<file path="config.mk">
export PLATFORM = sky130hd
export DESIGN_NAME = bitmap_free_run_analyzer_flat
export DESIGN_NICKNAME = d
export VERILOG_FILES = /design/src/sv/bfra_pkg.sv /design/src/sv/bfra_ifs.sv /design/src/sv/bfra_byte_update.sv /design/src/sv/bfra_result_reg.sv /design/src/sv/bitmap_free_run_analyzer.sv /design/src/flat_wrapper.sv
export SDC_FILE = /design/constraint.sdc
export NUM_CORES = 1
export LEC_CHECK = 0
export ABC_AREA = 1
export BUFFER_PORTS_ARGS = -buffer_cell sky130_fd_sc_hd__buf_2
export CAP_MARGIN = 20
export CORE_MARGIN = 2
export CORE_UTILIZATION = 23
export DETAILED_ROUTE_END_ITERATION = 8
export GPL_ROUTABILITY_DRIVEN = 0
export SYNTH_ARGS = -nofsm -noshare
export SYNTH_HDL_FRONTEND = slang
export SYNTH_SLANG_ARGS = --single-unit
</file>
<file path="constraint.sdc">
create_clock -name clk -period 12.1 [get_ports clk]
set_input_delay 1.815 -clock clk [delete_from_list [all_inputs] [get_ports clk]]
set_output_delay 1.815 -clock clk [all_outputs]
set_load 0.005 [all_outputs]
</file>
<file path="src/sv/bfra_pkg.sv">
// Package for the bitmap free-run analyzer: widths, scan state and result types,
// saturating add and output clipping helpers. No dependencies.
package bfra_pkg;

	localparam int IDX_W = 32;
	localparam int OUT_W = 32;
	localparam int CFG_W = 32;
	localparam int CMP_W = (IDX_W > CFG_W) ? IDX_W : CFG_W;

	typedef logic [IDX_W-1:0] idx_t;
	typedef logic [OUT_W-1:0] out_t;
	typedef logic [CFG_W-1:0] cfg_t;
	typedef logic [CMP_W-1:0] cmp_t;

	typedef struct packed {
		idx_t cluster_position;
		idx_t run_length;
		idx_t run_start;
		idx_t free_total;
		idx_t run_total;
		idx_t max_run;
		idx_t first_free_index;
		logic first_seen;
		idx_t last_free_index;
		logic fit_flag;
		idx_t fit_index;
	} scan_state_t;

	typedef struct packed {
		out_t free_clusters;
		out_t free_runs;
		out_t longest_run;
		out_t first_free;
		out_t last_free;
		logic fit_found;
		out_t fit_start;
	} result_t;

	function automatic idx_t sat_add(idx_t a, idx_t b);
		logic [IDX_W:0] sum;
		sum = {1'b0, a} + {1'b0, b};
		return sum[IDX_W] ? '1 : sum[IDX_W-1:0];
	endfunction

	function automatic out_t clip(idx_t v);
		logic [IDX_W+OUT_W-1:0] w;
		logic [IDX_W+OUT_W-1:0] lim;
		w = {{OUT_W{1'b0}}, v};
		lim = {{IDX_W{1'b0}}, {OUT_W{1'b1}}};
		return (w > lim) ? '1 : w[OUT_W-1:0];
	endfunction

endpackage

</file>
<file path="src/sv/bfra_ifs.sv">
// Channel interfaces of the bitmap free-run analyzer: bitmap byte input and result output.
// Depends on bfra_pkg for field widths.
interface bfra_in_if;
	logic       valid;
	logic       ready;
	logic [7:0] bitmap_byte;
	logic       last_byte;

	modport source (output valid, output bitmap_byte, output last_byte, input ready);
	modport sink   (input valid, input bitmap_byte, input last_byte, output ready);
endinterface

interface bfra_out_if;
	logic          valid;
	logic          ready;
	bfra_pkg::out_t free_clusters;
	bfra_pkg::out_t free_runs;
	bfra_pkg::out_t longest_run;
	bfra_pkg::out_t first_free;
	bfra_pkg::out_t last_free;
	logic          fit_found;
	bfra_pkg::out_t fit_start;

	modport source (output valid, output free_clusters, output free_runs, output longest_run,
		output first_free, output last_free, output fit_found, output fit_start, input ready);
	modport sink   (input valid, input free_clusters, input free_runs, input longest_run,
		input first_free, input last_free, input fit_found, input fit_start, output ready);
endinterface

</file>
<file path="src/sv/bfra_byte_update.sv">
// Next scan state after eight clusters of one bitmap byte, in closed form per byte.
// Depends on bfra_pkg.
module bfra_byte_update (
	input  bfra_pkg::scan_state_t cur,
	input  logic [7:0]            bitmap_byte,
	input  bfra_pkg::cfg_t        required_length,
	output bfra_pkg::scan_state_t nxt
);

	always_comb begin
		logic [7:0]     f;
		logic [3:0]     run_len [8];
		logic [7:0]     starts;
		logic [3:0]     trail;
		logic [3:0]     free_cnt;
		logic [3:0]     new_runs;
		logic [3:0]     int_max;
		logic [2:0]     low_j;
		logic [2:0]     high_j;
		logic [2:0]     start_j;
		logic [2:0]     fit_j;
		logic           have_start;
		logic           have_fit;
		logic           any_free;
		logic           cont0;
		logic           cont;
		bfra_pkg::idx_t l0;
		bfra_pkg::cmp_t need;

		f = ~bitmap_byte;
		need = (required_length == '0) ? bfra_pkg::CMP_W'(1) : bfra_pkg::CMP_W'(required_length);
		cont0 = (cur.run_length != '0);

		for (int j = 0; j < 8; j++) begin
			run_len[j] = '0;
			cont = 1'b1;
			for (int k = 0; k < 8; k++) begin
				if (k >= j) begin
					if (cont && f[k]) begin
						run_len[j] = run_len[j] + 4'd1;
					end else begin
						cont = 1'b0;
					end
				end
			end
		end

		starts[0] = f[0] & ~cont0;
		for (int j = 1; j < 8; j++) begin
			starts[j] = f[j] & ~f[j-1];
		end

		trail = '0;
		cont = 1'b1;
		for (int j = 7; j >= 0; j--) begin
			if (cont && f[j]) begin
				trail = trail + 4'd1;
			end else begin
				cont = 1'b0;
			end
		end

		free_cnt = '0;
		new_runs = '0;
		for (int j = 0; j < 8; j++) begin
			free_cnt = free_cnt + 4'(f[j]);
			new_runs = new_runs + 4'(starts[j]);
		end

		any_free = |f;
		low_j = '0;
		high_j = '0;
		for (int j = 7; j >= 0; j--) begin
			if (f[j]) begin
				low_j = 3'(j);
			end
		end
		for (int j = 0; j < 8; j++) begin
			if (f[j]) begin
				high_j = 3'(j);
			end
		end

		int_max = '0;
		have_start = 1'b0;
		start_j = '0;
		have_fit = 1'b0;
		fit_j = '0;
		for (int j = 1; j < 8; j++) begin
			if (starts[j]) begin
				have_start = 1'b1;
				start_j = 3'(j);
				if (run_len[j] > int_max) begin
					int_max = run_len[j];
				end
			end
		end
		for (int j = 7; j >= 1; j--) begin
			if (starts[j] && (bfra_pkg::CMP_W'(run_len[j]) >= need)) begin
				have_fit = 1'b1;
				fit_j = 3'(j);
			end
		end

		l0 = bfra_pkg::sat_add(cur.run_length, bfra_pkg::IDX_W'(run_len[0]));

		nxt = cur;
		nxt.cluster_position = bfra_pkg::sat_add(cur.cluster_position, bfra_pkg::IDX_W'(8));
		nxt.free_total = bfra_pkg::sat_add(cur.free_total, bfra_pkg::IDX_W'(free_cnt));
		nxt.run_total = bfra_pkg::sat_add(cur.run_total, bfra_pkg::IDX_W'(new_runs));
		nxt.run_length = (f == 8'hFF) ? l0 : bfra_pkg::IDX_W'(trail);

		if (have_start) begin
			nxt.run_start = bfra_pkg::sat_add(cur.cluster_position, bfra_pkg::IDX_W'(start_j));
		end else if (starts[0]) begin
			nxt.run_start = cur.cluster_position;
		end

		if (any_free) begin
			nxt.last_free_index = bfra_pkg::sat_add(cur.cluster_position,
				bfra_pkg::IDX_W'(high_j));
			if (!cur.first_seen) begin
				nxt.first_seen = 1'b1;
				nxt.first_free_index = bfra_pkg::sat_add(cur.cluster_position,
					bfra_pkg::IDX_W'(low_j));
			end
		end

		if (f[0] && (l0 > nxt.max_run)) begin
			nxt.max_run = l0;
		end
		if (bfra_pkg::IDX_W'(int_max) > nxt.max_run) begin
			nxt.max_run = bfra_pkg::IDX_W'(int_max);
		end

		if (!cur.fit_flag) begin
			if (f[0] && (bfra_pkg::CMP_W'(l0) >= need)) begin
				nxt.fit_flag = 1'b1;
				nxt.fit_index = cont0 ? cur.run_start : cur.cluster_position;
			end else if (have_fit) begin
				nxt.fit_flag = 1'b1;
				nxt.fit_index = bfra_pkg::sat_add(cur.cluster_position, bfra_pkg::IDX_W'(fit_j));
			end
		end
	end

endmodule

</file>
<file path="src/sv/bfra_result_reg.sv">
// Result register: maps the final scan state to result fields and holds them for transfer.
// Depends on bfra_pkg and bfra_out_if.
module bfra_result_reg (
	input  logic                  clk,
	input  logic                  arst_n,
	input  logic                  load,
	input  bfra_pkg::scan_state_t fin,
	output logic                  free_slot,
	bfra_out_if.source            result_out
);

	bfra_pkg::result_t res_d;
	bfra_pkg::result_t res_q;
	logic              valid_q;

	always_comb begin
		res_d.free_clusters = bfra_pkg::clip(fin.free_total);
		res_d.free_runs     = bfra_pkg::clip(fin.run_total);
		res_d.longest_run   = bfra_pkg::clip(fin.max_run);
		res_d.first_free    = bfra_pkg::clip(fin.first_seen ? fin.first_free_index
			: fin.cluster_position);
		res_d.last_free     = bfra_pkg::clip(fin.first_seen ? fin.last_free_index : '0);
		res_d.fit_found     = fin.fit_flag;
		res_d.fit_start     = bfra_pkg::clip(fin.fit_flag ? fin.fit_index : '0);
	end

	assign free_slot = !valid_q || result_out.ready;

	always_ff @(posedge clk or negedge arst_n) begin
		if (!arst_n) begin
			valid_q <= 1'b0;
		end else if (load) begin
			valid_q <= 1'b1;
		end else if (result_out.ready) begin
			valid_q <= 1'b0;
		end
	end

	always_ff @(posedge clk) begin
		if (load) begin
			res_q <= res_d;
		end
	end

	assign result_out.valid         = valid_q;
	assign result_out.free_clusters = res_q.free_clusters;
	assign result_out.free_runs     = res_q.free_runs;
	assign result_out.longest_run   = res_q.longest_run;
	assign result_out.first_free    = res_q.first_free;
	assign result_out.last_free     = res_q.last_free;
	assign result_out.fit_found     = res_q.fit_found;
	assign result_out.fit_start     = res_q.fit_start;

endmodule

</file>
<file path="src/sv/bitmap_free_run_analyzer.sv">
// Bitmap free-run analyzer top level: input register, scan state, result register.
// Depends on bfra_pkg, bfra_ifs, bfra_byte_update and bfra_result_reg.
//
// bitmap_in takes one allocation bitmap byte per transfer, LSB the lowest cluster,
// 1 meaning used; last_byte closes the scan. result_out gives one item per scan:
// free count, run count, longest run, first and last free cluster and the first
// run of at least required_length clusters with its found flag.
// A byte sits in the input register while all eight clusters update the scan state as
// it leaves; the result register loads as a scan's last byte leaves. One byte per cycle
// is taken sustained unless a closing byte waits for the result slot. A following scan
// starts on the next byte with no gap. When result_out stalls, the result is held;
// bytes that do not close a scan keep flowing, and a closing byte waits in the input
// register until the result slot frees. cfg_wr_en/cfg_wr_data write required_length
// (reset value 1) between scans, a rule the user keeps; the block does not enforce it.
// Reset clears the scan state, both valid flags and sets required_length to 1.
module bitmap_free_run_analyzer (
	input  logic              clk,
	input  logic              arst_n,
	input  logic              cfg_wr_en,
	input  bfra_pkg::cfg_t    cfg_wr_data,
	bfra_in_if.sink           bitmap_in,
	bfra_out_if.source        result_out
);

	logic                  valid_s1;
	logic [7:0]            byte_s1;
	logic                  last_s1;
	logic                  advance;
	logic                  free_slot;
	bfra_pkg::cfg_t        req_len_q;
	bfra_pkg::scan_state_t state_q;
	bfra_pkg::scan_state_t state_nxt;

	assign advance         = valid_s1 && (!last_s1 || free_slot);
	assign bitmap_in.ready = !valid_s1 || advance;

	always_ff @(posedge clk or negedge arst_n) begin
		if (!arst_n) begin
			req_len_q <= bfra_pkg::CFG_W'(1);
		end else if (cfg_wr_en) begin
			req_len_q <= cfg_wr_data;
		end
	end

	always_ff @(posedge clk or negedge arst_n) begin
		if (!arst_n) begin
			valid_s1 <= 1'b0;
		end else if (bitmap_in.ready) begin
			valid_s1 <= bitmap_in.valid;
		end
	end

	always_ff @(posedge clk) begin
		if (bitmap_in.ready && bitmap_in.valid) begin
			byte_s1 <= bitmap_in.bitmap_byte;
			last_s1 <= bitmap_in.last_byte;
		end
	end

	always_ff @(posedge clk or negedge arst_n) begin
		if (!arst_n) begin
			state_q <= '0;
		end else if (advance) begin
			state_q <= last_s1 ? '0 : state_nxt;
		end
	end

	bfra_byte_update u_update (
		.cur             (state_q),
		.bitmap_byte     (byte_s1),
		.required_length (req_len_q),
		.nxt             (state_nxt)
	);

	bfra_result_reg u_result (
		.clk        (clk),
		.arst_n     (arst_n),
		.load       (advance && last_s1),
		.fin        (state_nxt),
		.free_slot  (free_slot),
		.result_out (result_out)
	);

endmodule

</file>
<file path="src/flat_wrapper.sv">
// flat-port wrapper written by rule: the top's interface ports become plain ports
module bitmap_free_run_analyzer_flat 
  (clk, arst_n, cfg_wr_en, cfg_wr_data, bitmap_in_valid, bitmap_in_bitmap_byte, bitmap_in_last_byte, bitmap_in_ready, result_out_valid, result_out_free_clusters, result_out_free_runs, result_out_longest_run, result_out_first_free, result_out_last_free, result_out_fit_found, result_out_fit_start, result_out_ready);
  bfra_in_if bitmap_in_i ();
  bfra_out_if result_out_i ();
  input  logic clk;
  input  logic arst_n;
  input  logic cfg_wr_en;
  input  bfra_pkg::cfg_t cfg_wr_data;
  input wire logic [$bits(bitmap_in_i.valid)-1:0] bitmap_in_valid;
  input wire logic [$bits(bitmap_in_i.bitmap_byte)-1:0] bitmap_in_bitmap_byte;
  input wire logic [$bits(bitmap_in_i.last_byte)-1:0] bitmap_in_last_byte;
  output wire logic [$bits(bitmap_in_i.ready)-1:0] bitmap_in_ready;
  output wire logic [$bits(result_out_i.valid)-1:0] result_out_valid;
  output wire logic [$bits(result_out_i.free_clusters)-1:0] result_out_free_clusters;
  output wire logic [$bits(result_out_i.free_runs)-1:0] result_out_free_runs;
  output wire logic [$bits(result_out_i.longest_run)-1:0] result_out_longest_run;
  output wire logic [$bits(result_out_i.first_free)-1:0] result_out_first_free;
  output wire logic [$bits(result_out_i.last_free)-1:0] result_out_last_free;
  output wire logic [$bits(result_out_i.fit_found)-1:0] result_out_fit_found;
  output wire logic [$bits(result_out_i.fit_start)-1:0] result_out_fit_start;
  input wire logic [$bits(result_out_i.ready)-1:0] result_out_ready;
  assign bitmap_in_i.valid = bitmap_in_valid;
  assign bitmap_in_i.bitmap_byte = bitmap_in_bitmap_byte;
  assign bitmap_in_i.last_byte = bitmap_in_last_byte;
  assign bitmap_in_ready = bitmap_in_i.ready;
  assign result_out_valid = result_out_i.valid;
  assign result_out_free_clusters = result_out_i.free_clusters;
  assign result_out_free_runs = result_out_i.free_runs;
  assign result_out_longest_run = result_out_i.longest_run;
  assign result_out_first_free = result_out_i.first_free;
  assign result_out_last_free = result_out_i.last_free;
  assign result_out_fit_found = result_out_i.fit_found;
  assign result_out_fit_start = result_out_i.fit_start;
  assign result_out_i.ready = result_out_ready;
  bitmap_free_run_analyzer u_core (.clk(clk), .arst_n(arst_n), .cfg_wr_en(cfg_wr_en), .cfg_wr_data(cfg_wr_data), .bitmap_in(bitmap_in_i), .result_out(result_out_i));
endmodule
</file>
==> results.env, run 1 <==
SYNTH_FLOP_CELL='sky130_fd_sc_hd__dfrtp_1'
DRT_DRC_VIOLATIONS_LEFT=0
SYN-MEAN-INSTANCE-AREA_UM2=8.311
POWER_REPORT.INTERNAL_TOTAL_mW=3.376
DP_SLACK_NS=1.501
LEAKAGEPOWER_nW=16.22
NETLIST_TOP_CELLS_AREA='sky130_fd_sc_hd__dfrtp_1 (26%), sky130_fd_sc_hd__edfxtp_1 (19%), sky130_fd_sc_hd__nand2_1 (7.4%), sky130_fd_sc_hd__o21ai_0 (6.4%), sky130_fd_sc_hd__inv_1 (6.3%)'
SYNTHESIS.INSTANCES=3771
POST-CTS-SETUP-BUFFERS=0
FINALCRITPERIODSHARE=0.8826
HOLD_PATH.STARTPOINT='u_core.state_q[78]'
CPPEAKSTAGEDELAY_NS=0.65
FINAL_LAYOUT_SIZE_SUFFIX_GT1_FRAC=0.1178
RSZ_0062_RAISED_AFTER_GLOBAL_ROUTING='no'
TIMING.CLOCK.SKEW_NS=0.04902
SLEW_VIOL_FINAL=0
GRT.OVERFLOW.TOTAL=0
COUNT_OF_BUFFERS_INSERTED_AT_THE_TOP_LEVEL_PORTS=240
POST_SYNTHESIS_SEQUENTIAL_ELEMENT_COUNT=526
FIRST_GLOBAL_VIAS=26882
FINAL_CELL_MIX='sky130_fd_sc_hd__nand2_1 (617), sky130_fd_sc_hd__inv_1 (528), sky130_fd_sc_hd__o21ai_0 (398)'
SETUP_SLACK_NS=1.420
NETLIST.TOP_CELL.BY_AREA='sky130_fd_sc_hd__dfrtp_1'
SHARE_SEQ_OF_TOTAL_POWER=0.422
SYNTHESIS.YOSYS.WARNINGS=0
CPMAXSTAGEDELAYCELL='sky130_fd_sc_hd__a21oi_4'
MAX-VDD-IR-DROP_mV=0.1498
CLOCKROOTBUFFER='sky130_fd_sc_hd__clkbuf_16'
GRT_ANTENNA_BEFORE_REPAIR=8
CTS_MAX_PATH_BUFFERS=3
DP_HPWL_MM=80.70
CTS_RESIZED=0
REGISTER_AREA_UM2=14170
FP.DIEAREA_UM2=139200
SLEW_HEADROOM=0.2844
TRITONCTS='done'
NUMBER_OF_ENABLE_FLIP_FLOP_CELLS_AFTER_SYNTHESIS=202
TIMING_HOLD_VIOLATIONS_FINAL=0
SYNTH.YOSYS.SEQ_AREA_SHARE=0.4523
DRV_CAP=0
POWERDENSITY_nW_PER_UM2=132.7
MOSTFREQUENTLAYOUTCELL='sky130_fd_sc_hd__nand2_1'
HOLDPATHEND='u_core.state_q[78]'
CTS-BUFFERS-INSERTED=61
NFILLCELLS=14456
GRT_FIRST_PASS_WIRELENGTH_MM=165.3
ROUTE.DETAILED.VIAS_PER_INST=4.824
GLOBAL_ROUTE.PEAK_USAGE_LAYER='met2'
CP_MAX_FANOUT=32
MULTI_INPUT_GATE_AREA_IN_THE_FINAL_LAYOUT_UM2=14540
CTSHOLDBUFFERS=0
SYNTHARSTFLOPSHARE=0.6160
NUMBER_OF_SEARCH_AND_REPAIR_ITERATIONS_IN_THE_FIRST_DETAILED_ROUTING_PASS=6
INITIAL_DRC_COUNT=3175
SETUP.WORST_PATH.CLASS='flop to flop'
POWER.CLOCK.FRACTION=0.398
GR-USAGE-MET1=0.2089
GLOBAL_ROUTE.USAGE.MET2=0.2425
EFFECTIVE_UTILIZATION_AT_FLOORPLAN=0.2317
TNS_NS=0
SYNTH.LIB_CELLS_USED.DISTINCT=67
NUMBER_OF_VIAS_AFTER_DETAILED_ROUTING=27979
POST-LAYOUT-TOTAL-POWER_mW=4.868
FLOORPLAN.DIE.WIDTH_UM=373.2
GRT_USE_MET3=0.03130
WORST_SETUP_PATH_END_KIND='flop'
POWER.SWITCHING_FRACTION=0.3065
ANT_NETS=0
OUTCOME='finished clean'
CRITICAL_PATH.REG2REG.ENDPOINT='u_core.u_result.result_out.longest_run[0]'
HOLD_SLACK_NS=0.4820
ROW_COUNT=135
CP_ARRIVAL_NS=11.11
ROUTE.FINAL.WIRE_LENGTH_MM=109.6
HTREEDEPTH=2
POWER.SWITCHING_mW=1.492
WIRE_PER_INST_UM=18.90
IOS=241
WORSTSKEWPAIRLATENCY_NS=0.68
SETUP_VIOL=0
HP-CLASS='flop to flop'
WORST_SLEW_PIN_SLEW_NS=1.073
MAXIMUM_NUMBER_OF_PINS_ON_ONE_NET_BEFORE_GLOBAL_ROUTE_REPAIR=88
DIE_Y_UM=373.2
POST_SYN_AREA_UM2=31340
CORE-AREA_UM2=135300
REG2REG_DEPTH=56
POWER.SHARE.COMBINATIONAL=0.180
START_KIND='flop'
CLOCK.FMAX_MHz=93.63
REG2REG_SETUP_SLACK_NS=1.42
SYNTHTOLAYOUTAREAGROWTH_PCT=17.03
CRIT-REG2REG-LAUNCH='u_core.byte_s1[0]'
CLKSINKCOUNT=526
GRTUSAGETOTAL=0.1524
WORST_HOLD_PATH.NUM_CELLS=2
YOSYSTOPAREACELLSHARE=0.2579
REQUIRED_NS=12.53
TIMING.FINAL.CRIT_PERIOD_NS=10.68
NUM-NETS-FINAL=4183
CLKTRANSATPATHREGS_NS=0.07
## power by group through the flow
stage / registers [mW] / clock network (mW) / logic (mW)
2_1_floorplan: 2.07 / 0 / 0.545
3_3_place_gp: 2.09 / 0 / 0.861
3_5_place_dp: 2.09 / 0 / 0.878
4_1_cts: 2.05 / 1.99 / 0.879
5_1_grt: 2.06 / 2.05 / 0.984
6_report: 2.05 / 1.94 / 0.877
## registers in the layout, summed over array words and instances, names as in the netlist
register / cells
u_core.last_s1: 1
u_core.u_result.result_out.fit_found: 1
u_core.u_result.result_out.longest_run: 32
u_core.u_result.result_out.free_clusters: 32
u_core.valid_s1: 1
u_core.byte_s1: 8
u_core.u_result.result_out.first_free: 32
u_core.u_result.result_out.last_free: 32
u_core.u_result.result_out.free_runs: 32
u_core.req_len_q: 32
u_core.state_q: 290
u_core.u_result.result_out.valid: 1
u_core.u_result.result_out.fit_start: 32
## cell usage after synthesis (all sizes together) (11+ instances only)
cell type	n
inv	552
nor3	94
clkbuf	130
ha	157
o211ai	45
nand3	139
nand2	635
xor2	139
buf	19
o32ai	11
nand4	42
o22ai	168
mux2i	12
edfxtp	202
fa	15
dfrtp	323
a211oi	11
nor4	42
clkinv	16
a31oi	12
nor2	369
o311ai	28
a21oi	118
o21ai	417
## metal layers
layer	vias to the layer above	share of wire
met4	4	0.029
met3	224	0.081
met1	13399	0.43
met5	-	0.00022
li1	13176	-
met2	1176	0.45
## per-stage QoR
step / cell area [µm²] / cells / utilization
2_1_floorplan: 31350 / 3774 / -
3_3_place_gp: 34570 / 5681 / 0.2555
3_5_place_dp: 34580 / 5682 / 0.2556
4_1_cts: 36650 / 5796 / 0.2709
5_1_grt: 36680 / 5799 / 0.2711
6_report: 36680 / 5800 / 0.2711
## cell type report
type / count / area share
clock inverters: 36 / 0.01023
repair buffers: 277 / 0.04124
diodes: 3 / 0.0002047
inverters: 568 / 0.05860
clock buffers: 78 / 0.04612
well taps: 1781 / 0.06075
multi-input cells: 2531 / 0.3964
flip-flops and latches: 526 / 0.3864
## critical path, delay by kind of cell, from the launching register on
family / cells / cell delay, ns
AND/OR/NAND/NOR: 28 / 3.53
AO/OA/AOI/OAI: 11 / 2.87
adder cells (fa/ha/maj): 9 / 2.36
buffers and inverters: 7 / 0.99
flip-flops: 1 / 0.52
XOR/XNOR: 1 / 0.18
## kinds of logic (layout without fill, tap and decap cells)
kind of cell             Yosys count  after routing  synth area share
AND/OR/NAND/NOR                 1342           1342            0.1851
AO/OA/AOI/OAI                    854            854            0.1576
buffers and inverters            717            959           0.08643
flip-flops                       526            526            0.4523
adder cells (fa/ha/maj)          172            172           0.07226
XOR/XNOR                         146            146           0.04200
multiplexers                      13             13          0.004311
other                              1              7         0.0001196
## worst max path at each step
| stage | end | depth (start not counted) | from |
|---|---|---|---|
| 6_report | u_core.u_result.result_out.longest_run[0] | 56 | u_core.byte_s1[0] |
| 5_1_grt | u_core.state_q[100] | 59 | u_core.byte_s1[0] |
| 4_1_cts | u_core.u_result.result_out.longest_run[0] | 56 | u_core.byte_s1[0] |
| 3_5_place_dp | u_core.u_result.result_out.longest_run[0] | 56 | u_core.byte_s1[0] |
| 3_3_place_gp | u_core.u_result.result_out.longest_run[0] | 51 | u_core.byte_s1[0] |
| 2_1_floorplan | u_core.u_result.result_out.longest_run[0] | 59 | u_core.byte_s1[1] |
Note: power is estimated with default switching activity, not from simulation.
==> run 2: changes to the inputs <==
- GPL_TIMING_DRIVEN: not set -> 0
==> run 2 against run 1 <==
  * Clock power up 9%
  * Non-clock buffer count up 121
  * Critical endpoint unchanged
  * First-iteration DRC count down 15%
  * Via count up 2.8%
  * Die area unchanged
  * Sequential share of layout area down 0.65 points
  * Critical path depth up 5
  * Hold slack worse by 0.0038 ns
  * Cell count up 2.2%
==> results.env, run 2 (synthesis gave the netlist of run 1 again) <==
CRITICAL_PATH.N_BUFFERS_INVERTERS=11  # +4
CLKSINKCOUNT=526  # unchanged
STDCELL_AREA_UM2=37310  # +1.7%
DP_CELL_COUNT=5801  # +2.1%
CRITICAL_PATH.REG2REG.ENDPOINT='u_core.u_result.result_out.longest_run[0]'
CP_ARRIVAL_NS=11.49  # +0.38 ns
POST-LAYOUT-TOTAL-POWER_mW=5.114  # +5.1%
REG2REG_SETUP_SLACK_NS=0.98  # -0.44 ns
RSZ_0062_RAISED_AFTER_GLOBAL_ROUTING='no'
TNS_NS=0  # unchanged
TIMING.CLOCK.SKEW_NS=0.03588  # -0.01313 ns
PLACED_AREA_UM2=34950  # +1.1%
NUMBER_OF_SEARCH_AND_REPAIR_ITERATIONS_IN_THE_FIRST_DETAILED_ROUTING_PASS=6  # unchanged
SYNTHTOLAYOUTAREAGROWTH_PCT=19.03
OUTCOME='finished clean'
HOLD_PATH.STARTPOINT='u_core.state_q[67]'
SETUP.WORST_PATH.CLASS='flop to flop'
REQUIRED_NS=12.46  # -0.07 ns
START_KIND='flop'
DIE_Y_UM=373.2  # unchanged
CLOCKROOTBUFFER='sky130_fd_sc_hd__clkbuf_16'
CP_MAX_FANOUT=10  # -69%
HOLDPATHEND='u_core.state_q[67]'
GRTUSAGETOTAL=0.1609  # +0.008474
WORST_SETUP_PATH_END_KIND='flop'
HOLD_SLACK_NS=0.4781  # -0.003818 ns
COUNT_OF_BUFFERS_INSERTED_AT_THE_TOP_LEVEL_PORTS=239  # -0.42%
LARGEST_REG_FLOPS=290  # unchanged
SLEW_VIOL_FINAL=0  # unchanged
INITIAL_DRC_COUNT=2714  # -15%
WORSTSKEWPAIRLATENCY_NS=0.64  # -0.04 ns
HP-CLASS='flop to flop'
CATEGORY_OF_CELLS_ACCOUNTING_FOR_THE_LARGEST_SHARE_OF_CRITICAL_PATH_DELAY='simple AND/OR/NAND/NOR gates'
MAX-VDD-IR-DROP_mV=0.08947  # -40%
WORST_SLEW_PIN_SLEW_NS=1.120  # +0.04703 ns
TIMING.FINAL.CRIT_PERIOD_NS=11.12  # +0.4421 ns
NFILLCELLS=14537  # +0.56%
WIRE_PER_INST_UM=19.51  # +3.2%
SETUP_SLACK_NS=0.9781  # -0.4421 ns
TIMING_HOLD_VIOLATIONS_FINAL=0  # unchanged
NUMBER_OF_VIAS_AFTER_DETAILED_ROUTING=28775  # +2.8%
ROW_COUNT=135  # unchanged
FINALCRITPERIODSHARE=0.9192  # +0.03654
MAXIMUM_NUMBER_OF_PINS_ON_ONE_NET_BEFORE_GLOBAL_ROUTE_REPAIR=111  # +26%
DRV_CAP=0  # unchanged
CLOCK.FMAX_MHz=89.91  # -4.0%
GRT_FIRST_PASS_WIRELENGTH_MM=171.6  # +3.8%
GRT.OVERFLOW.TOTAL=0  # unchanged
CTS-BUFFERS-INSERTED=67  # +9.8%
SETUP_VIOL=0  # unchanged
WORST_HOLD_PATH.NUM_CELLS=2  # unchanged
SLEW_HEADROOM=0.2530  # -0.03135
POWERDENSITY_nW_PER_UM2=137.1  # +3.3%
CPPEAKSTAGEDELAY_NS=0.53  # -0.12 ns
FLOORPLAN.DIE.WIDTH_UM=373.2  # unchanged
TOP_REGISTER='u_core.state_q'
FIRST_GLOBAL_VIAS=27695  # +3.0%
REG2REG_DEPTH=61  # +8.9%
MOSTFREQUENTLAYOUTCELL='sky130_fd_sc_hd__nand2_1'
TRITONCTS='done'
CLKTRANSATPATHREGS_NS=0.06  # about the same
CPMAXSTAGEDELAYCELL='sky130_fd_sc_hd__edfxtp_1'
LEAKAGEPOWER_nW=16.42  # +1.2%
CORE-AREA_UM2=135300  # unchanged
NUM-NETS-FINAL=4310  # +3.0%
HTREEDEPTH=3  # +1
FINISH.UTILIZATION=0.2757  # +0.004633
ANT_NETS=0  # unchanged
EFFECTIVE_UTILIZATION_AT_FLOORPLAN=0.2317  # unchanged
FINAL_LAYOUT_SIZE_SUFFIX_GT1_FRAC=0.1097  # -0.008035
ROUTE.DETAILED.VIAS_PER_INST=4.854  # +0.62%
IOS=241  # unchanged
DP_SLACK_NS=0.7568  # -0.7442 ns
CTS_MAX_PATH_BUFFERS=3  # unchanged
TIMING.CRITICAL_PATH.MODE_CELL='sky130_fd_sc_hd__nand2_1'
FP.DIEAREA_UM2=139200  # unchanged
DP_HPWL_MM=90.51  # +12%
DRT_DRC_VIOLATIONS_LEFT=0  # unchanged
CRIT-REG2REG-LAUNCH='u_core.byte_s1[0]'
CP.DEPTH=61  # +8.9%
ROUTE.FINAL.WIRE_LENGTH_MM=115.7  # +5.5%
FINAL-INSTANCE-COUNT-EXCL-FILL=5928  # +2.2%
FINAL_CELL_MIX='sky130_fd_sc_hd__nand2_1 (618), sky130_fd_sc_hd__inv_1 (527), sky130_fd_sc_hd__o21ai_0 (399)'
GRT_ANTENNA_BEFORE_REPAIR=5  # -3
-- run 2: cell types whose count changed in the layout (fill, tap and decap cells not counted), sizes merged --
cell,previous run,this run
buf,277,268
inv,556,557
clkinvlp,5,4
clkbuf,78,216
clkinv,37,38
diode,3,1
-- run 2: worst max path at each step --
| stage | from | end | slack [ns] |
|---|---|---|---|
| 4_1_cts | u_core.byte_s1[0] | u_core.u_result.result_out.longest_run[0] | 0.71 |
| 3_3_place_gp | u_core.byte_s1[0] | u_core.u_result.result_out.longest_run[0] | 0.98 |
| 3_5_place_dp | u_core.byte_s1[0] | u_core.u_result.result_out.longest_run[0] | 0.76 |
| 6_report | u_core.byte_s1[0] | u_core.u_result.result_out.longest_run[0] | 0.98 |
| 2_1_floorplan | u_core.byte_s1[1] | u_core.u_result.result_out.longest_run[0] | 3.11 |
| 5_1_grt | u_core.byte_s1[0] | u_core.u_result.result_out.longest_run[0] | 0.09 |
-- run 2: area by class of cell --
type | instances | area, µm² | area share
multi-input cells | 2531 | 14500 | 0.3886
flip-flops and latches | 526 | 14170 | 0.3799
well taps | 1781 | 2228 | 0.05973
inverters | 568 | 2148 | 0.05758
clock buffers | 86 | 1904 | 0.05104
repair buffers | 249 | 1376 | 0.03689
plain buffers | 149 | 573.1 | 0.01536
clock inverters | 37 | 404.1 | 0.01083
diodes | 1 | 2.502 | 0.00006707
-- run 2: what timing repair did --
action / CTS / global route
hold buffers: 0 / 0
hold endpoints to repair: 0 / 0
endpoints found under the setup margin: 0 / 17
setup buffers: 0 / 3
gates resized for setup: 0 / 6
-- run 2: worst reg2reg max path, delay by kind of cell (launching register included) --
kind,cells,cell delay (ns)
compound gates,11,2.10
simple gates,29,3.79
fa+ha+maj,9,2.69
flops,1,0.53
xor+xnor,1,0.18
buf+inv,11,1.55
-- run 2: layer usage --
metal / GRT usage / vias up / wire length, µm
met2: 0.2574 / 1245 / 52460
met3: 0.03737 / 259 / 10030
met5: 0 / - / 7
li1: - / 13434 / -
met1: 0.2115 / 13835 / 48660
met4: 0.05745 / 2 / 4514
-- run 2: power breakdown --
part	internal, mW	switching (mW)
Clock	1.25	0.851
Combinational	0.284	0.687
Sequential	1.99	0.0523
